[src/sv/ccsc_pkg.sv]
// Package for the CRC codeword stream checker.
// Holds widths, register indexes and the structs shared by the modules.
// No dependencies.
`default_nettype none

package ccsc_pkg;

  // Longest generator, leading one included.
  localparam int unsigned MaxGenBits = 17;
  // Remainder width is one less than the generator length.
  localparam int unsigned RemW       = MaxGenBits - 1;
  localparam int unsigned GenLenW    = 5;
  localparam int unsigned CountW     = 32;
  // Dataword bits waiting for a byte: at most 4 carried plus 8 added.
  localparam int unsigned AccW       = 12;
  localparam int unsigned AccCntW    = 4;
  localparam int unsigned PosW       = 5;
  localparam int unsigned DataW      = 8;
  localparam int unsigned ApbAddrW   = 4;
  localparam int unsigned ApbDataW   = 32;

  // Register indexes (byte address is four times the index).
  typedef enum logic [1:0] {
    RegGenPoly  = 2'd0,
    RegGenLen   = 2'd1,
    RegWideData = 2'd2,
    RegUnused   = 2'd3
  } reg_idx_e;

  // Configuration as seen by the datapath.
  typedef struct packed {
    logic [MaxGenBits-1:0] generator_poly;
    logic [GenLenW-1:0]    generator_length;
    logic                  wide_dataword;
  } cfg_t;

  // One result beat.
  typedef struct packed {
    logic [DataW-1:0]  out_byte;
    logic              byte_valid;
    logic              done_res;
    logic [CountW-1:0] codeword_count;
    logic [CountW-1:0] error_count;
  } result_t;

endpackage

`default_nettype wire

[src/sv/ccsc_if.sv]
// Stream channel interfaces for the CRC codeword stream checker.
// Depends on ccsc_pkg for the field widths.
`default_nettype none

interface ccsc_in_if;
  import ccsc_pkg::*;
  logic             valid;
  logic             ready;
  logic [DataW-1:0] data_byte;
  logic             last_byte;

  modport source (output valid, output data_byte, output last_byte, input ready);
  modport sink   (input valid, input data_byte, input last_byte, output ready);
endinterface

interface ccsc_out_if;
  import ccsc_pkg::*;
  logic              valid;
  logic              ready;
  logic [DataW-1:0]  out_byte;
  logic              byte_valid;
  logic              done_res;
  logic [CountW-1:0] codeword_count;
  logic [CountW-1:0] error_count;

  modport source (output valid, output out_byte, output byte_valid, output done_res,
                  output codeword_count, output error_count, input ready);
  modport sink   (input valid, input out_byte, input byte_valid, input done_res,
                  input codeword_count, input error_count, output ready);
endinterface

`default_nettype wire

[src/sv/crc_codeword_stream_checker_top.sv]
// Top level of the CRC codeword stream checker: registers, datapath, result queue.
// Depends on ccsc_pkg, ccsc_if, ccsc_regs and ccsc_core.
//
//   channel  | dir | payload                                        | beat
//   in_ch    | in  | data_byte, last_byte                           | one stream byte
//   out_ch   | out | out_byte, byte_valid, done_res, codeword_count,| one result
//            |     | error_count                                    |
//   APB      | in  | generator_poly, generator_length, wide_dataword| one register
//
// One input beat per cycle while in_ch.ready is high; the eight bit steps of the
// remainder register run in the cycle the byte is accepted, and the result is
// registered in a two-entry result queue on the output; in_ch.ready drops only while
// both entries are full. Reset puts the stream back to await its pad count
// byte and loads the register defaults.
`default_nettype none

module crc_codeword_stream_checker_top
  import ccsc_pkg::*;
(
  input  wire logic                clk_i,
  input  wire logic                rst_ni,
  ccsc_in_if.sink                  in_ch,
  ccsc_out_if.source               out_ch,
  input  wire logic                psel,
  input  wire logic                penable,
  input  wire logic                pwrite,
  input  wire logic [ApbAddrW-1:0] paddr,
  input  wire logic [ApbDataW-1:0] pwdata,
  output      logic [ApbDataW-1:0] prdata,
  output      logic                pready
);

  cfg_t       cfg;
  logic       in_acc;
  logic       res_valid;
  result_t    res;
  result_t    ent0_q, ent1_q;
  logic [1:0] count_q;
  logic       push;
  logic       pop;
  logic       push_head;

  ccsc_regs u_regs (
    .clk_i   (clk_i),
    .rst_ni  (rst_ni),
    .psel    (psel),
    .penable (penable),
    .pwrite  (pwrite),
    .paddr   (paddr),
    .pwdata  (pwdata),
    .prdata  (prdata),
    .pready  (pready),
    .cfg_o   (cfg)
  );

  ccsc_core u_core (
    .clk_i       (clk_i),
    .rst_ni      (rst_ni),
    .cfg_i       (cfg),
    .accept_i    (in_acc),
    .data_byte_i (in_ch.data_byte),
    .last_byte_i (in_ch.last_byte),
    .res_valid_o (res_valid),
    .res_o       (res)
  );

  assign in_ch.ready = (count_q != 2'd2);
  assign in_acc      = in_ch.valid & in_ch.ready;
  assign push        = in_acc & res_valid;
  assign pop         = out_ch.valid & out_ch.ready;
  // A new result lands at the head when the queue is, or is about to be, empty.
  assign push_head   = push & ((count_q == 2'd0) | ((count_q == 2'd1) & pop));

  // Result queue occupancy.
  always_ff @(posedge clk_i or negedge rst_ni) begin
    if (!rst_ni) begin
      count_q <= 2'd0;
    end else if (push && !pop) begin
      count_q <= count_q + 2'd1;
    end else if (pop && !push) begin
      count_q <= count_q - 2'd1;
    end
  end

  // Result queue entries; entry 0 is the head shown on out_ch.
  always_ff @(posedge clk_i) begin
    if (push_head) begin
      ent0_q <= res;
    end else if (pop) begin
      ent0_q <= ent1_q;
    end
    if (push && !push_head) begin
      ent1_q <= res;
    end
  end

  assign out_ch.valid          = (count_q != 2'd0);
  assign out_ch.out_byte       = ent0_q.out_byte;
  assign out_ch.byte_valid     = ent0_q.byte_valid;
  assign out_ch.done_res       = ent0_q.done_res;
  assign out_ch.codeword_count = ent0_q.codeword_count;
  assign out_ch.error_count    = ent0_q.error_count;

  // The queue never holds more than two results.
  a_count_max: assert property (@(posedge clk_i) disable iff (!rst_ni)
    count_q != 2'd3) else $error("result queue overflow");

  // Every shown result carries a byte or marks the end of a stream.
  a_res_kind: assert property (@(posedge clk_i) disable iff (!rst_ni)
    out_ch.valid |-> (out_ch.byte_valid || out_ch.done_res))
    else $error("empty result in queue");

  // Counts are zero on results that do not close a stream.
  a_counts_zero: assert property (@(posedge clk_i) disable iff (!rst_ni)
    (out_ch.valid && !out_ch.done_res) |->
      (out_ch.codeword_count == '0 && out_ch.error_count == '0))
    else $error("counts shown before end of stream");

  // A byte field without a byte reads as zero.
  a_byte_zero: assert property (@(posedge clk_i) disable iff (!rst_ni)
    (out_ch.valid && !out_ch.byte_valid) |-> (out_ch.out_byte == '0))
    else $error("stray output byte");

  // A result pushed into an empty queue is shown in the next cycle.
  a_push_shown: assert property (@(posedge clk_i) disable iff (!rst_ni)
    (push && count_q == 2'd0) |=> out_ch.valid)
    else $error("result lost on push");

endmodule

`default_nettype wire

[src/sv/ccsc_regs.sv]
// APB-style configuration registers of the CRC codeword stream checker.
// Depends on ccsc_pkg for register indexes and the cfg_t struct.
`default_nettype none

module ccsc_regs
  import ccsc_pkg::*;
(
  input  wire logic                clk_i,
  input  wire logic                rst_ni,
  input  wire logic                psel,
  input  wire logic                penable,
  input  wire logic                pwrite,
  input  wire logic [ApbAddrW-1:0] paddr,
  input  wire logic [ApbDataW-1:0] pwdata,
  output      logic [ApbDataW-1:0] prdata,
  output      logic                pready,
  output      cfg_t                cfg_o
);

  cfg_t     cfg_q;
  reg_idx_e idx;
  logic     wr_en;

  assign pready = 1'b1;
  assign idx    = reg_idx_e'(paddr[ApbAddrW-1:2]);
  assign wr_en  = psel & penable & pwrite & pready;

  // Register writes in the access phase.
  always_ff @(posedge clk_i or negedge rst_ni) begin
    if (!rst_ni) begin
      cfg_q.generator_poly   <= MaxGenBits'(7);
      cfg_q.generator_length <= GenLenW'(3);
      cfg_q.wide_dataword    <= 1'b1;
    end else if (wr_en) begin
      case (idx)
        RegGenPoly:  cfg_q.generator_poly   <= pwdata[MaxGenBits-1:0];
        RegGenLen:   cfg_q.generator_length <= pwdata[GenLenW-1:0];
        RegWideData: cfg_q.wide_dataword    <= pwdata[0];
        default: ;
      endcase
    end
  end

  // Read mux.
  always_comb begin
    case (idx)
      RegGenPoly:  prdata = ApbDataW'(cfg_q.generator_poly);
      RegGenLen:   prdata = ApbDataW'(cfg_q.generator_length);
      RegWideData: prdata = ApbDataW'(cfg_q.wide_dataword);
      default:     prdata = '0;
    endcase
  end

  assign cfg_o = cfg_q;

endmodule

`default_nettype wire

[src/sv/ccsc_core.sv]
// Stream state and byte datapath of the CRC codeword stream checker.
// Eight unrolled bit steps of the remainder shift register per accepted byte.
// Depends on ccsc_pkg for widths and the cfg_t and result_t structs.
`default_nettype none

module ccsc_core
  import ccsc_pkg::*;
(
  input  wire logic             clk_i,
  input  wire logic             rst_ni,
  input  wire cfg_t             cfg_i,
  input  wire logic             accept_i,
  input  wire logic [DataW-1:0] data_byte_i,
  input  wire logic             last_byte_i,
  output      logic             res_valid_o,
  output      result_t          res_o
);

  // Stream state.
  logic               header_q, header_d;
  logic [DataW-1:0]   skip_q, skip_d;
  logic [RemW-1:0]    rem_q, rem_d;
  logic [PosW-1:0]    pos_q, pos_d;
  logic [DataW-1:0]   cwd_q, cwd_d;
  logic [DataW-1:0]   shift_q, shift_d;
  logic [AccCntW-1:0] cnt_q, cnt_d;
  logic [CountW-1:0]  seen_q, seen_d;
  logic [CountW-1:0]  bad_q, bad_d;

  // Clamped generator length and the values derived from it.
  logic [GenLenW-1:0] g;
  logic [3:0]         d;
  logic [PosW-1:0]    cw_len;
  logic [RemW-1:0]    rmask;
  logic [RemW-1:0]    taps;
  logic [3:0]         top_idx;
  logic [DataW-1:0]   dmask;

  always_comb begin
    if (cfg_i.generator_length < GenLenW'(2)) begin
      g = GenLenW'(2);
    end else if (cfg_i.generator_length > GenLenW'(MaxGenBits)) begin
      g = GenLenW'(MaxGenBits);
    end else begin
      g = cfg_i.generator_length;
    end
    d       = cfg_i.wide_dataword ? 4'd8 : 4'd4;
    dmask   = cfg_i.wide_dataword ? 8'hFF : 8'h0F;
    cw_len  = PosW'(d) + PosW'(g) - PosW'(1);
    top_idx = 4'(g - GenLenW'(2));
    for (int k = 0; k < RemW; k++) begin
      rmask[k] = (GenLenW'(k) < (g - GenLenW'(1)));
    end
    taps = cfg_i.generator_poly[RemW-1:0] & rmask;
  end

  // Next stream state and result for the byte on the input.
  always_comb begin : step
    logic [RemW-1:0]    rem;
    logic [RemW-1:0]    rem_sh;
    logic [PosW-1:0]    pos;
    logic [DataW-1:0]   cwd;
    logic [DataW-1:0]   skip;
    logic [AccW-1:0]    acc;
    logic [AccCntW-1:0] cnt;
    logic [1:0]         n_seen;
    logic [1:0]         n_bad;
    logic               top;
    logic               bit_in;
    logic               valid;
    logic [DataW-1:0]   obyte;
    logic [CountW:0]    seen_sum;
    logic [CountW:0]    bad_sum;

    rem    = rem_q;
    pos    = pos_q;
    cwd    = cwd_q;
    skip   = skip_q;
    acc    = AccW'(shift_q);
    cnt    = cnt_q;
    n_seen = 2'd0;
    n_bad  = 2'd0;
    top    = 1'b0;
    bit_in = 1'b0;
    rem_sh = '0;
    valid  = 1'b0;
    obyte  = '0;

    // Bit steps, most significant bit first.
    for (int i = DataW - 1; i >= 0; i--) begin
      bit_in = data_byte_i[i];
      if (skip != '0) begin
        skip = skip - DataW'(1);
      end else begin
        top    = rem[top_idx];
        rem_sh = {rem[RemW-2:0], bit_in} & rmask;
        if (top) begin
          rem_sh = rem_sh ^ taps;
        end
        rem = rem_sh;
        if (PosW'(d) > pos) begin
          cwd = {cwd[DataW-2:0], bit_in};
        end
        if (({1'b0, pos} + (PosW+1)'(1)) >= {1'b0, cw_len}) begin
          n_seen = n_seen + 2'd1;
          if (rem != '0) begin
            n_bad = n_bad + 2'd1;
          end
          acc = (acc << d) | AccW'(cwd & dmask);
          cnt = cnt + AccCntW'(d);
          rem = '0;
          pos = '0;
          cwd = '0;
        end else begin
          pos = pos + PosW'(1);
        end
      end
    end

    // Hand out a byte once eight dataword bits have gathered.
    if (cnt >= AccCntW'(8)) begin
      valid = 1'b1;
      obyte = DataW'(acc >> (cnt - AccCntW'(8)));
      cnt   = cnt - AccCntW'(8);
      acc   = acc & ((AccW'(1) << cnt) - AccW'(1));
    end

    // Saturating codeword and error counters.
    seen_sum = {1'b0, seen_q} + (CountW+1)'(n_seen);
    bad_sum  = {1'b0, bad_q} + (CountW+1)'(n_bad);

    header_d = header_q;
    skip_d   = skip_q;
    rem_d    = rem_q;
    pos_d    = pos_q;
    cwd_d    = cwd_q;
    shift_d  = shift_q;
    cnt_d    = cnt_q;
    seen_d   = seen_q;
    bad_d    = bad_q;
    res_o    = '0;

    if (header_q) begin
      // The first byte of a stream only loads the pad count.
      header_d = 1'b0;
      skip_d   = data_byte_i;
    end else begin
      skip_d  = skip;
      rem_d   = rem;
      pos_d   = pos;
      cwd_d   = cwd;
      shift_d = acc[DataW-1:0];
      cnt_d   = cnt;
      seen_d  = seen_sum[CountW] ? '1 : seen_sum[CountW-1:0];
      bad_d   = bad_sum[CountW] ? '1 : bad_sum[CountW-1:0];
      res_o.out_byte   = obyte;
      res_o.byte_valid = valid;
    end

    res_valid_o = res_o.byte_valid | last_byte_i;

    if (last_byte_i) begin
      res_o.done_res       = 1'b1;
      res_o.codeword_count = seen_d;
      res_o.error_count    = bad_d;
      // End of stream: back to the reset state, registers kept.
      header_d = 1'b1;
      skip_d   = '0;
      rem_d    = '0;
      pos_d    = '0;
      cwd_d    = '0;
      shift_d  = '0;
      cnt_d    = '0;
      seen_d   = '0;
      bad_d    = '0;
    end
  end

  // State registers, updated on every accepted beat.
  always_ff @(posedge clk_i or negedge rst_ni) begin
    if (!rst_ni) begin
      header_q <= 1'b1;
      skip_q   <= '0;
      rem_q    <= '0;
      pos_q    <= '0;
      cwd_q    <= '0;
      shift_q  <= '0;
      cnt_q    <= '0;
      seen_q   <= '0;
      bad_q    <= '0;
    end else if (accept_i) begin
      header_q <= header_d;
      skip_q   <= skip_d;
      rem_q    <= rem_d;
      pos_q    <= pos_d;
      cwd_q    <= cwd_d;
      shift_q  <= shift_d;
      cnt_q    <= cnt_d;
      seen_q   <= seen_d;
      bad_q    <= bad_d;
    end
  end

endmodule

`default_nettype wire
[src/flat_wrapper.sv]
// flat-port wrapper written by rule: the top's interface ports become plain ports
module crc_codeword_stream_checker_top_flat import ccsc_pkg::*;
  (clk_i, rst_ni, psel, penable, pwrite, paddr, pwdata, prdata, pready, in_ch_valid, in_ch_data_byte, in_ch_last_byte, in_ch_ready, out_ch_valid, out_ch_out_byte, out_ch_byte_valid, out_ch_done_res, out_ch_codeword_count, out_ch_error_count, out_ch_ready);
  ccsc_in_if in_ch_i ();
  ccsc_out_if out_ch_i ();
  input  wire logic clk_i;
  input  wire logic rst_ni;
  input  wire logic psel;
  input  wire logic penable;
  input  wire logic pwrite;
  input  wire logic [ApbAddrW-1:0] paddr;
  input  wire logic [ApbDataW-1:0] pwdata;
  output      logic [ApbDataW-1:0] prdata;
  output      logic pready;
  input wire logic [$bits(in_ch_i.valid)-1:0] in_ch_valid;
  input wire logic [$bits(in_ch_i.data_byte)-1:0] in_ch_data_byte;
  input wire logic [$bits(in_ch_i.last_byte)-1:0] in_ch_last_byte;
  output wire logic [$bits(in_ch_i.ready)-1:0] in_ch_ready;
  output wire logic [$bits(out_ch_i.valid)-1:0] out_ch_valid;
  output wire logic [$bits(out_ch_i.out_byte)-1:0] out_ch_out_byte;
  output wire logic [$bits(out_ch_i.byte_valid)-1:0] out_ch_byte_valid;
  output wire logic [$bits(out_ch_i.done_res)-1:0] out_ch_done_res;
  output wire logic [$bits(out_ch_i.codeword_count)-1:0] out_ch_codeword_count;
  output wire logic [$bits(out_ch_i.error_count)-1:0] out_ch_error_count;
  input wire logic [$bits(out_ch_i.ready)-1:0] out_ch_ready;
  assign in_ch_i.valid = in_ch_valid;
  assign in_ch_i.data_byte = in_ch_data_byte;
  assign in_ch_i.last_byte = in_ch_last_byte;
  assign in_ch_ready = in_ch_i.ready;
  assign out_ch_valid = out_ch_i.valid;
  assign out_ch_out_byte = out_ch_i.out_byte;
  assign out_ch_byte_valid = out_ch_i.byte_valid;
  assign out_ch_done_res = out_ch_i.done_res;
  assign out_ch_codeword_count = out_ch_i.codeword_count;
  assign out_ch_error_count = out_ch_i.error_count;
  assign out_ch_i.ready = out_ch_ready;
  crc_codeword_stream_checker_top u_core (.clk_i(clk_i), .rst_ni(rst_ni), .in_ch(in_ch_i), .out_ch(out_ch_i), .psel(psel), .penable(penable), .pwrite(pwrite), .paddr(paddr), .pwdata(pwdata), .prdata(prdata), .pready(pready));
endmodule
[config.mk]
export PLATFORM = sky130hd
export DESIGN_NAME = crc_codeword_stream_checker_top_flat
export DESIGN_NICKNAME = d
export VERILOG_FILES = /design/src/sv/ccsc_pkg.sv /design/src/sv/ccsc_if.sv /design/src/sv/crc_codeword_stream_checker_top.sv /design/src/sv/ccsc_regs.sv /design/src/sv/ccsc_core.sv /design/src/flat_wrapper.sv
export SDC_FILE = /design/constraint.sdc
export NUM_CORES = 1
export LEC_CHECK = 0
export ABC_AREA = 1
export BUFFER_PORTS_ARGS = -buffer_cell sky130_fd_sc_hd__buf_4
export CORE_ASPECT_RATIO = 1.4
export CORE_MARGIN = 2
export CORE_UTILIZATION = 25
export CTS_CLUSTER_SIZE = 24
export DETAILED_ROUTE_END_ITERATION = 12
export GPL_TIMING_DRIVEN = 0
export HOLD_SLACK_MARGIN = 0.06
export MAX_ROUTING_LAYER = met4
export SYNTH_ARGS = -nofsm -noshare
export SYNTH_HDL_FRONTEND = slang
export SYNTH_SLANG_ARGS = --single-unit
export TNS_END_PERCENT = 5
[constraint.sdc]
create_clock -name clk_i -period 23.5 [get_ports clk_i]
set_clock_uncertainty 0.2 [all_clocks]
set_input_delay 3.525 -clock clk_i [delete_from_list [all_inputs] [get_ports clk_i]]
set_output_delay 3.525 -clock clk_i [all_outputs]
set_load 0.02 [all_outputs]
After elaboration in Yosys (flattened, before gate mapping). Cells that the tools add are included.

Latch bits: 0. Register bits: 287. RAM bits: 0. ROM bits: 0. Memories kept: 0.

Multiply operators: 0. Div/mod/pow operators: 0. Reductions and logical operators: 31. Eq/ne operators: 5. $add $sub $neg: 56. Magnitude comparators: 36. Shifts and indexed selects: 10. Bitwise logic cells: 43. Mux-type cells: 210.

Operators with widths (number): $mux W16 (34); $mux W8 (49); $mux W12 (16); $mux W32 (6); $mux W74 (2); $and A16 B16 Y16 (9); $reduce_bool A16 Y1 (8); $xor A16 B16 Y16 (8); $mux W5 (20); $or A12 B8 Y12 (8); $shl A12 B4 Y12 (7); $mux W4 (20); $mux W2 (37); $and A8 B8 Y8 (9); $sub A8 B1 Y8 const B (9); $add A32 B2 Y33 (2); $mux W65 (1); $reduce_bool A8 Y1 (8); $pmux W17 S3 (1); $add A5 B1 Y6 const B (8); $ge A6 B5 Y1 (8); $add A5 B1 Y5 const B (8); $gt A4 B5 Y1 (8); $lt A4 B5 Y1 const A (8); 30 further kinds (97).

Depth between registers and ports, before layout.
Word-level depth: 60. Mapped depth: 140. Gate-level depth less buffers: 132.

By module. A second synthesis with hierarchy kept.

Cells, all modules: 4526. Area total of the unflattened synthesis: 29154.2 um^2.

Modules (own cells, without submodules): ccsc_core (cells an instance 3938, seq. area each 2803.9 um^2, times used 1, area an instance 22185.0 um^2); crc_codeword_stream_checker_top (cells an instance 419, seq. area each 4494.3 um^2, times used 1, area an instance 5730.5 um^2); ccsc_regs (cells an instance 169, seq. area each 583.1 um^2, times used 1, area an instance 1238.7 um^2).

Worst setup path before layout. OpenSTA, ideal clock, no wires.

Path kind: reg2reg. Start: reg u_core.u_regs.cfg_q (netlist bit u_core.u_regs.cfg_o[0]). End: reg u_core.ent1_q[0] in the netlist's numbering, enable pin. Slack: 2.802 ns. Required time: 22.793 ns. Library setup time: 0.507 ns. Buffers on the path: 8. Stages on the path, launching flop included: 103. Clock period less this slack: 20.698 ns. Arrival time: 19.991 ns. Cell sequence: dfstp_2 -> clkbuf_1 -> inv_1 -> clkbuf_1 -> clkbuf_1 -> clkbuf_1 -> clkbuf_1 -> clkbuf_1 -> ha_1 -> inv_1 -> ha_1 -> a21oi_1 -> xor2_1 -> ha_1 -> nand2_1 -> nand4_2 -> o21ai_2 -> ha_1 -> [... 67 more ...] -> inv_6 -> o22ai_1 -> ha_1 -> ha_1 -> a21boi_0 -> o21a_1 -> o21a_1 -> o21a_1 -> o21ai_2 -> inv_4 -> nand2_2 -> or2_4 -> nand2_2 -> nor2_4 -> inv_2 -> nand2_2 -> nand2_4 -> nor2_1.

RTL lines: from (decl) (line ccsc_regs.sv:20) `cfg_t cfg_q;`; to (signal assigned) (line crc_codeword_stream_checker_top.sv:93) `ent1_q <= res;`; to (decl) (line crc_codeword_stream_checker_top.sv:37) `result_t ent0_q, ent1_q;`.

==> impl_metrics.csv <==
group,metric,value,unit
yosys,yosys-top-cells-area,"nand2_1 16%, edfxtp_1 15%, dfrtp_1 11%",
yosys,synth_cell_types,80,
layout,n_antenna_cell,0,
critical_path,crit_arrival,22.01,ns
route,drc,0,
cts,cts_max_level,2,
sta,drv_slew,0,
critical_path,required,23.60,ns
yosys,synth-compound-area-share,13.5,%
critical_path,cp-end-kind,"register",
layout,drive_gt1_share,12.6,%
cts,cts.clk_slew.worst_paths,0.06,ns
run,maxCapViolations,0,
critical_path,path_class,"register to register",
yosys,synth_top_cell_area_share,15.6,%
sta,holdWs,0.307,ns
route,m1WireLength,47900,um
placed_design,place_congestion,0.999,
cts,clockRootBuffer,"clkbuf_16",
route,dr.pass1.iters,7,
global_routing,grt_usage,21.3,%
sta,fin_crit,21.91,ns
cts,insertion_delay,0.57,ns
yosys,yosys.area.top_type,"nand2_1",
critical_path,cp_max_fo,25,
die,fp.dieH,413,um
placed_design,io_buffer_count,127,
layout,nets,4873,
critical_path,startpoint,"u_core.u_regs.cfg_o[0]",
sta,finalCritPeriodShare,93.2,%
route,vias_per_cell,4.97,
route,wl_met2,62700,um
yosys,yosysSeqAreaShare,26.4,%
global_routing,grt_pass1_wl,189000,um
yosys,yosysWarningCount,0,
critical_path,slowest_stage,"dfstp_4",
die,core,0.118,sq mm
status,outcome,"finished clean",
hold_path,hold_path.class,"register to register",
route,drtIter0Drc,2934,
cts,cts_sinks,285,
global_routing,grt_max_degree,80,
yosys,synthAdderAreaFrac,4.36,%
yosys,ys_top_cells_by_count,"1,240 x nand2_1, 562 x inv_1, 469 x nand3_1",
critical_path,reg2reg_to,"u_core.out_ch.error_count[22]",
route,met3_length,7380,um
cts,clock_path_buffers,3,
die,die-area,0.122,sq mm
yosys,syn_area,0.0298,sq mm
cts,cts_hold_buf,0,
global_routing,antenna_found_initial,1,
critical_path,crit_path_start_kind,"register",
cts,cts_tree,"done",
critical_path,rr_startpoint,"u_core.u_regs.cfg_o[0]",
yosys,ys_async_sr_fraction,48.1,%
yosys,synth_top_family_by_area,"simple AND/OR/NAND/NOR gates",
yosys,synth_seq_cells,285,
die,initial_core_util,25.3,%
hold_path,hold_start,"u_core.u_core.cnt_q[3]",
yosys,syn_area_per_cell,6.59,sq um
sta,slew_headroom,3.41,%
critical_path,critPathMaxStageDelay,0.83,ns
sta,final-hold-violation-count,0,
yosys,synth_xor_area_share,6.38,%
placed_design,pre_cts_slack,-1.44,ns
yosys,yosys.area_share.simple,36.3,%
route,routed.top_layer,"met4",
sta,fmax,45.6,MHz
die,die_w,296,um
route,num_vias,31455,
yosys,muxShareOfSynthArea,0.235,%
critical_path,r2r_slack,1.59,ns
critical_path,crit_end,"u_core.out_ch.error_count[22]",
die,ios,161,
cts,cts_buffers,36,
yosys,yosysMostFrequentCell,"nand2_1",
sta,fin_ws,1.59,ns
global_routing,overflow,0,
critical_path,timing.critical_path.mode_cell,"nand2_1",
global_routing,first_global_vias,30086,
die,core.rowCount,149,
route,ant_nets,0,
route,wire_per_inst,20.4,um
layout,area_growth,15.0,%
yosys,synth_cells,4522,
route,drt_wl_total,129000,um
placed_design,hpwlAfterDp,103000,um
yosys,synth_edf_count,148,
sta,worstMarginPinSlew,1.44,ns
yosys,synth_ff_type,"edfxtp_1",
sta,finalSetupViolCount,0,
critical_path,r2r_cells,119,
[cell type report]
cell class / count / area [sq um]
Timing Repair Buffer: 147 / 1170
Clock buffer: 43 / 958
Sequential cell: 285 / 7890
Fill cell: 13155 / 83700
Clock inverter: 21 / 175
Buffer: 204 / 1450
Multi-Input combinational cell: 3431 / 18300
Inverter: 614 / 2390
Tap cell: 1585 / 1980
[critical path: cells and delay by family, from the launching register on]
family / cells / cell delay, ns
compound gates: 28 / 4.91
fa+ha+maj: 17 / 4.75
xor+xnor: 3 / 0.69
flops: 1 / 0.83
buf+inv: 22 / 3.41
simple gates: 49 / 6.76
[how the worst min path moves through the flow]
stage / endpoint / slack (ns) / cells past startpoint
5_1_grt: u_core.out_ch.codeword_count[0] / 0.33 / 2
6_report: u_core.u_core.cnt_q[3] / 0.31 / 2
4_1_cts: u_core.u_core.cnt_q[3] / 0.31 / 2
2_1_floorplan: u_core.u_core.cnt_q[3] / 0.27 / 2
3_3_place_gp: u_core.u_core.cnt_q[3] / 0.28 / 2
3_5_place_dp: u_core.u_core.cnt_q[3] / 0.29 / 2
[logic make-up (layout without fill, tap and decap cells)]
| family | after synthesis | in the layout |
|---|---|---|
| AOI/OAI and AO/OA | 702 | 702 |
| xor gates and xnor gates | 215 | 215 |
| adders and majority gates | 102 | 102 |
| buffers and inverters | 821 | 1029 |
| DFF | 285 | 285 |
| muxes | 7 | 7 |
| other | 2 | 17 |
| and+or+nand+nor | 2388 | 2388 |
[repair_timing]
item | CTS | global route
resized for setup | 8 | 18
setup buffers | 1 | 15
endpoints found under the setup margin | 290 | 257
hold endpoints to repair | 0 | 0
pin swaps | 1 | 6
[registers in the layout, indices dropped and copies added, names as in the netlist, 5 cells and up]
register	cells
u_core.u_core.rem_q	16
u_core.u_core.shift_q	8
u_core.out_ch.out_byte	8
u_core.u_core.skip_q	8
u_core.ent1_q	74
u_core.u_core.bad_q	32
u_core.u_core.pos_q	5
u_core.u_core.seen_q	32
u_core.u_regs.cfg_o	23
u_core.out_ch.error_count	32
u_core.out_ch.codeword_count	32
u_core.u_core.cwd_q	8
[cells in the final DEF (no fill, tap or decap), types with 8 or more instances in the layout]
cell	n
a31oi_1	9
nor2_2	16
nand4_1	43
clkbuf_1	87
clkinv_1	14
clkbuf_16	37
conb_1	17
ha_1	99
clkinv_2	9
clkbuf_8	23
o21a_1	10
nand2_2	94
buf_6	23
nor3_1	34
nor2_1	352
buf_2	26
inv_1	558
inv_2	32
o22ai_1	117
buf_4	175
nand3_4	15
o21ai_1	24
a21oi_1	140
edfxtp_1	148
nand3_2	27
xor2_1	187
nor4_1	16
nand3_1	469
a21boi_0	8
or2_2	15
nand2_4	11
o211ai_1	34
a22oi_1	12
nand2_1	1240
dfrtp_1	130
o21ai_0	304
nor2_4	15
xnor2_1	25
[metal layers]
| metal | vias up | global-route usage (%) |
|---|---|---|
| li1 | 15180 | - |
| met1 | 14650 | 23.1 |
| met4 | 0 | 14.7 |
| met2 | 1219 | 36.4 |
| met3 | 406 | 2.33 |
| met5 | - | - |
[through the flow]
step                      cells  area, sq um  util (%)  TNS [ns]
after floorplan            4537        29900         -         0
after global placement     6249        32800      27.8   -743.07
after detailed placement   6253        32900      27.9   -175.28
after CTS                  6316        34100      28.9         0
after global routing       6330        34300      29.0  -0.00746
final                      6330        34300      29.0         0
Power is left out: the tool's default activity adds up to more than one toggle a clock period on the data nets, which glitch-free logic cannot reach.
